===== src/hw/rtl/hng_pkg.sv =====
// shared types and constants of the heightmap normal generator
`default_nettype none
package hng_pkg;
    localparam int unsigned ONE_Q14 = 16384;
    localparam int unsigned JOB_DEPTH = 4;

    localparam logic [1:0] REG_GRID_WIDTH  = 2'd0;
    localparam logic [1:0] REG_GRID_HEIGHT = 2'd1;
    localparam logic [1:0] REG_STEP_SIZE   = 2'd2;

    localparam logic [11:0] RST_GRID_WIDTH  = 12'd1024;
    localparam logic [15:0] RST_GRID_HEIGHT = 16'd1024;
    localparam logic [15:0] RST_STEP_SIZE   = 16'd1;

    typedef struct packed {
        logic [11:0] grid_width;
        logic [15:0] grid_height;
        logic [15:0] step_size;
    } t_cfg;

    typedef struct packed {
        logic signed [16:0] dx;
        logic signed [16:0] dz;
        logic [15:0]        row;
        logic [10:0]        col;
        logic               last;
        logic               done;
    } t_job;
endpackage
`default_nettype wire


===== src/hw/rtl/hng_fifo.sv =====
// short job queue between front end and normalising unit
`default_nettype none
module hng_fifo import hng_pkg::*; (
    input  wire logic i_clk,
    input  wire logic i_rst_n,
    input  wire t_job i_job,
    input  wire logic i_push,
    output logic      o_full,
    output t_job      o_job,
    input  wire logic i_pop,
    output logic      o_empty
);
    localparam int unsigned AW = $clog2(JOB_DEPTH);

    t_job          r_q [JOB_DEPTH];
    logic [AW-1:0] r_wp, r_rp;
    logic [AW:0]   r_cnt;

    assign o_full  = (r_cnt == (AW+1)'(JOB_DEPTH));
    assign o_empty = (r_cnt == '0);
    assign o_job   = r_q[r_rp];

    always_ff @(posedge i_clk) begin
        if (i_push) begin
            r_q[r_wp] <= i_job;
        end
    end

    always_ff @(posedge i_clk) begin
        if (!i_rst_n) begin
            r_wp  <= '0;
            r_rp  <= '0;
            r_cnt <= '0;
        end else begin
            if (i_push) begin
                r_wp <= r_wp + AW'(1);
            end
            if (i_pop) begin
                r_rp <= r_rp + AW'(1);
            end
            case ({i_push, i_pop})
                2'b10:   r_cnt <= r_cnt + (AW+1)'(1);
                2'b01:   r_cnt <= r_cnt - (AW+1)'(1);
                default: r_cnt <= r_cnt;
            endcase
        end
    end
endmodule
`default_nettype wire


===== config.mk =====
export PLATFORM = sky130hd
export DESIGN_NAME = hng_fifo
export DESIGN_NICKNAME = d
export VERILOG_FILES = /design/src/hw/rtl/hng_pkg.sv /design/src/hw/rtl/hng_fifo.sv
export SDC_FILE = /design/constraint.sdc
export NUM_CORES = 1
export LEC_CHECK = 0
export BUFFER_PORTS_ARGS = -buffer_cell sky130_fd_sc_hd__clkbuf_2
export CORE_MARGIN = 3
export CORE_UTILIZATION = 47
export DETAILED_ROUTE_END_ITERATION = 10
export PLACE_DENSITY = 0.73
export SETUP_SLACK_MARGIN = 0.2
export SLEW_MARGIN = 5
export SYNTH_ARGS = -nofsm -noshare
export SYNTH_HDL_FRONTEND = slang
export SYNTH_SLANG_ARGS = --single-unit

===== constraint.sdc =====
create_clock -name i_clk -period 3.3 [get_ports i_clk]
set_clock_uncertainty 0.1 [all_clocks]
set_input_delay 0.33 -clock i_clk [delete_from_list [all_inputs] [get_ports i_clk]]
set_output_delay 0.33 -clock i_clk [all_outputs]
set_load 0.02 [all_outputs]

[Word level (Yosys, flattened, before mapping)]
Memories as Yosys holds them, arrays and structs flattened. A register that Yosys moved wholly into a read port is not among the register bits.
Index checks and enable logic that the tools add are counted.
Word-level totals
  bits in read-only memories: 0
  bits in latches: 0
  RAM bits: 252
  input bits: 67
  register bits: 7
  logic and storage cells: 18
  output and inout bits: 65
  memories kept: 1
Operators by class
  multiply operators: 0
  order comparisons: 0
  divide/modulo/power cells: 0
  bitwise operators: 0
  multiplexer cells: 5
  reductions and logical operators: 2
  equality and inequality tests: 3
  shift operators: 0
  add/sub/neg operators: 4
Memory list
  r_q: words 4, width 63, read ports 1, clocked after Yosys merged registers in 1, wr ports 1, line hng_fifo.sv:15  | t_job r_q [JOB_DEPTH];
Operator list (count)
  case mux 3 bit (2 select lines): 1
  adder 2 x 1 -> 2 bit, second input constant: 2
  two-way mux 2 bit: 2
  adder 3 x 1 -> 3 bit, second input constant: 1
  equality test 3 bit, second input constant: 1
  logical NOT 3 bit: 1
  subtractor 3 x 1 -> 3 bit, second input constant: 1
  equality test 2 x 1 -> 1 bit, second input constant: 1
  equality test 2 bit, second input constant: 1
  two-way mux 1 bit: 2
  nonzero test 2 bit: 1

[Longest topological paths before layout]
  word-level depth: 3
  gate-level depth with buffers: 7
  gate-level depth less buffers: 7

[Worst setup path before layout]
No wires, ideal clock.
  kind: register -> register
  start: register r_wp[0]
  end: memory r_q[2][0] in the netlist's numbering (enable)
  arrival: 2.024 ns
  period minus slack after synthesis: 2.551 ns
  stages on the path, launching flop included: 4
  path buffers: 0
  data required time: 2.773 ns
  setup slack: 0.749 ns
  cells stage by stage: dfxtp_1 > inv_1 > ha_1 > and2_1
RTL lines
  start: declaration: line hng_fifo.sv:16  | logic [AW-1:0] r_wp, r_rp;
  start signal: assignment: line hng_fifo.sv:36  | r_wp <= r_wp + AW'(1);
  end: declaration: line hng_fifo.sv:15
No word-level cell before the write port.

==> results.rst <==
.. list-table::
   :header-rows: 1

   * - Metric
     - Value
   * - Outcome
     - complete, no violations
   * - Startpoint-to-endpoint class of the critical path
     - reg2out
   * - Leading cell types by count after synthesis
     - edfxtp_1, mux4_2, and2_1
   * - Aggregate negative setup slack
     - 0 ns
   * - Critical path arrival
     - 2.14 ns
   * - Total placed cells including tap cells
     - 758
   * - Proportion of total power due to net switching
     - a little over a fifth
   * - Fmax achieved
     - between 0.3 and 0.4 GHz
   * - Fraction of synthesized cell area in xor and xnor cells
     - 0.456%
   * - First-pass GRT wire length
     - 26.9 mm
   * - Classification of the worst-slack hold path
     - in2reg
   * - Number of buffers between clock root and the deepest sink
     - 3
   * - Number of global-route vias before repair
     - slightly above 5,000
   * - Root buffer selected by CTS
     - clkbuf_16
   * - Std cell rows
     - 51
   * - Post-placement cell area
     - 10,500 µm²
   * - Number of DRC markers after the initial detailed-route iteration
     - 199
   * - Required time worst endpoint
     - 2.87 ns
   * - Gr ovfl total
     - 0
   * - Cts-stage hold buffer count
     - 63
   * - Largest net degree at the start of global routing
     - 64
   * - Floorplan die height
     - 149 µm
   * - Die outline area
     - roughly 22,000 µm²
   * - Count of boundary I/O pins
     - approximately 130
   * - Crit start category
     - flip-flop
   * - Static power due to leakage
     - 0.00413 µW
   * - Count of cell types in the netlist
     - 22
   * - Reg clk slew, reported paths
     - 0.06 ns
   * - Final-report hold violation count
     - 0
   * - IO buf count
     - 131
   * - Core Area
     - 19,800 µm²
   * - Vias
     - 4,493
   * - Wire length reported by the detailed router
     - around 17 mm
   * - Final design area excluding fillers
     - 12,000 µm²
   * - Final critical-path share of the clock period
     - 77.9%
   * - Share of power burned in combinational logic
     - 10.5%
   * - Max-cap violation count
     - 0
   * - Routed length per instance
     - 19.6 µm
   * - N_diodes
     - 0
   * - Combinational family with the most area after synthesis
     - multiplexers
   * - DRC violation count after routing
     - 0
   * - Clock power frac
     - 38.8%
   * - Synth-to-Final Area Change
     - 24.8%
   * - Setup repair after global routing missed its margin
     - no
   * - Adder and majority gate portion of the synthesized area
     - less than 1%
   * - Via/cell ratio
     - 5.18
   * - Final antenna-violating net count
     - 0
   * - Number of antenna violations at the first check in global routing
     - 1
   * - Sinks on Clock Net
     - between 200 and 300
   * - Netlist area before placement
     - 9610 µm²
   * - Htree depth
     - 1
   * - Synthesized instance count
     - 375
   * - Share of synthesized cell area in and, or, nand and nor gates
     - less than 1%
   * - Fin cells
     - 868
   * - Routability-driven placement congestion ratio
     - 0.686
   * - Leading area contributor after synthesis
     - edfxtp_1
   * - Die Width
     - 149 µm
   * - Number of buffers created by CTS
     - 26
   * - VDD IR max
     - 0.000508 V
   * - Number of resized instances in the post-cts repair step
     - 0
   * - Yosys reg bits
     - 261
   * - Crit path max fanout
     - 63
   * - Mux share of post-synthesis cell area
     - 15.0%
   * - Post-CTS setup repair buffer count
     - 0
   * - Hold Worst Slack
     - 0.0382 ns
   * - Area share of the largest cell type after synthesis
     - around four fifths
   * - Net total in the final layout
     - approximately 660
   * - Number of enable flip-flop cells after synthesis
     - ~250
   * - Sort of element at the end of the critical path
     - output port
   * - Global-route usage over all layers
     - 15.5%
   * - Net count after synthesis
     - 448
   * - Pre-Repair DR Iteration Count
     - 4
   * - Flop pwr share
     - 50.7%
   * - CTS tree
     - built
   * - P_sw
     - 1650 µW
   * - Area fraction in compound gates after synthesis
     - 0.182%
   * - Period minus WS final
     - 2.57 ns
   * - Synthesis warning total
     - 0
   * - Fraction of registers with async set/reset
     - 0%
   * - Ranking of synthesized cells by area
     - edfxtp_1, mux4_2, dfxtp_1
   * - Cell Int Power
     - 6000 µW
   * - Proportion of synthesized chip area in sequential cells
     - 80.6%
   * - Slew HR
     - 32.7%
   * - Starting density of the core
     - 48.6%
   * - Setup violations, final
     - 0
   * - Average size of a mapped cell
     - around 26 µm²
   * - Final Max Tran Viols
     - 0
   * - Clock latency at the later pin of the worst-skew pair
     - approximately 0.51 ns
   * - Most frequent cell after synthesis
     - edfxtp_1
   * - Final Util
     - 60.6%
   * - Power per cell area
     - 637 nW/µm²
   * - Post-DP HPWL
     - 9.11 mm
   * - Worst slew pin tran
     - 1.01 ns
   * - Ratio of cells with drive above 1 in the final layout
     - between 30% and 40%
   * - Ys flop type
     - edfxtp_1
-- through the flow --
step / power [µW] / worst slack (ns)
2_1_floorplan: 4450 / 0.749
3_3_place_gp: 4680 / 1.23
3_5_place_dp: 4710 / 1.19
4_1_cts: 7740 / 0.678
5_1_grt: 7930 / 0.606
6_report: 7640 / 0.731
-- layout make-up --
| cell class | count | area (µm²) |
|---|---|---|
| timing repair buffer | 195 | 1310 |
| fill | 1410 | 7790 |
| tap | 265 | 332 |
| clock buffer | 36 | 759 |
| inverter | 6 | 22.5 |
| multi-input combinational | 94 | 1690 |
| sequential | 261 | 7750 |
| clock inverter | 11 | 130 |
-- sequential cells by signal (all words and copies together) (netlist names), named ones only --
signal / count
r_q: 252
r_cnt: 3
r_rp: 2
r_wp: 2
-- power groups by stage --
stage                     Combinational, µW  Sequential (µW)  Clock [µW]
after global routing                    873             3890        3170
after detailed placement                763             3940           0
after floorplan                         543             3910           0
final                                   806             3870        2970
after global placement                  748             3930           0
after CTS                               826             3870        3040
-- worst max-delay path, cell delays in order (launching register included) --
cell      delay, ns
dfxtp_4        0.98
mux4_2         0.44
clkbuf_2       0.17
-- path summary, 6_finish.rpt --
kind,start,endpoint,slack (ns),cells past startpoint
min,i_rst_n,r_cnt[0],0.04,2
min reg2reg,r_cnt[2],r_cnt[2],0.45,2
max reg2reg,r_wp[0],r_q[0][59],1.37,3
max,flip-flop,o_job[14],0.73,2
-- logic make-up (layout without fill, tap and decap cells) --
logic type / after synthesis / in the layout
flops: 261 / 261
mux: 64 / 64
buf+inv: 20 / 248
simple gates: 16 / 16
fa+ha+maj: 6 / 6
xor+xnor: 5 / 5
compound gates: 3 / 3
-- metal layers --
| layer | track usage [%] | vias up | part of all wire [%] |
|---|---|---|---|
| met1 | 19.6 | 2327 | 40 |
| met5 | 0 | - | 0.076 |
| met3 | 3.71 | 33 | 5.4 |
| li1 | - | 2017 | - |
| met2 | 27.2 | 114 | 52 |
| met4 | 4.39 | 2 | 2.3 |
-- cell usage in the layout (no fill, tap or decap), drive strengths merged, types with 2 or more instances in the layout --
cell type    netlist  final
bufinv             0      3
clkbuf             1    167
xnor2              2      2
inv                6      6
xor2               3      3
nand2              2      2
and2              10     10
edfxtp           252    252
clkinv             0      7
ha                 5      5
o21ai              2      2
dfxtp              9      9
dlygate4sd3        0     63
mux4              63     63
(Power assumes the default switching activity.)
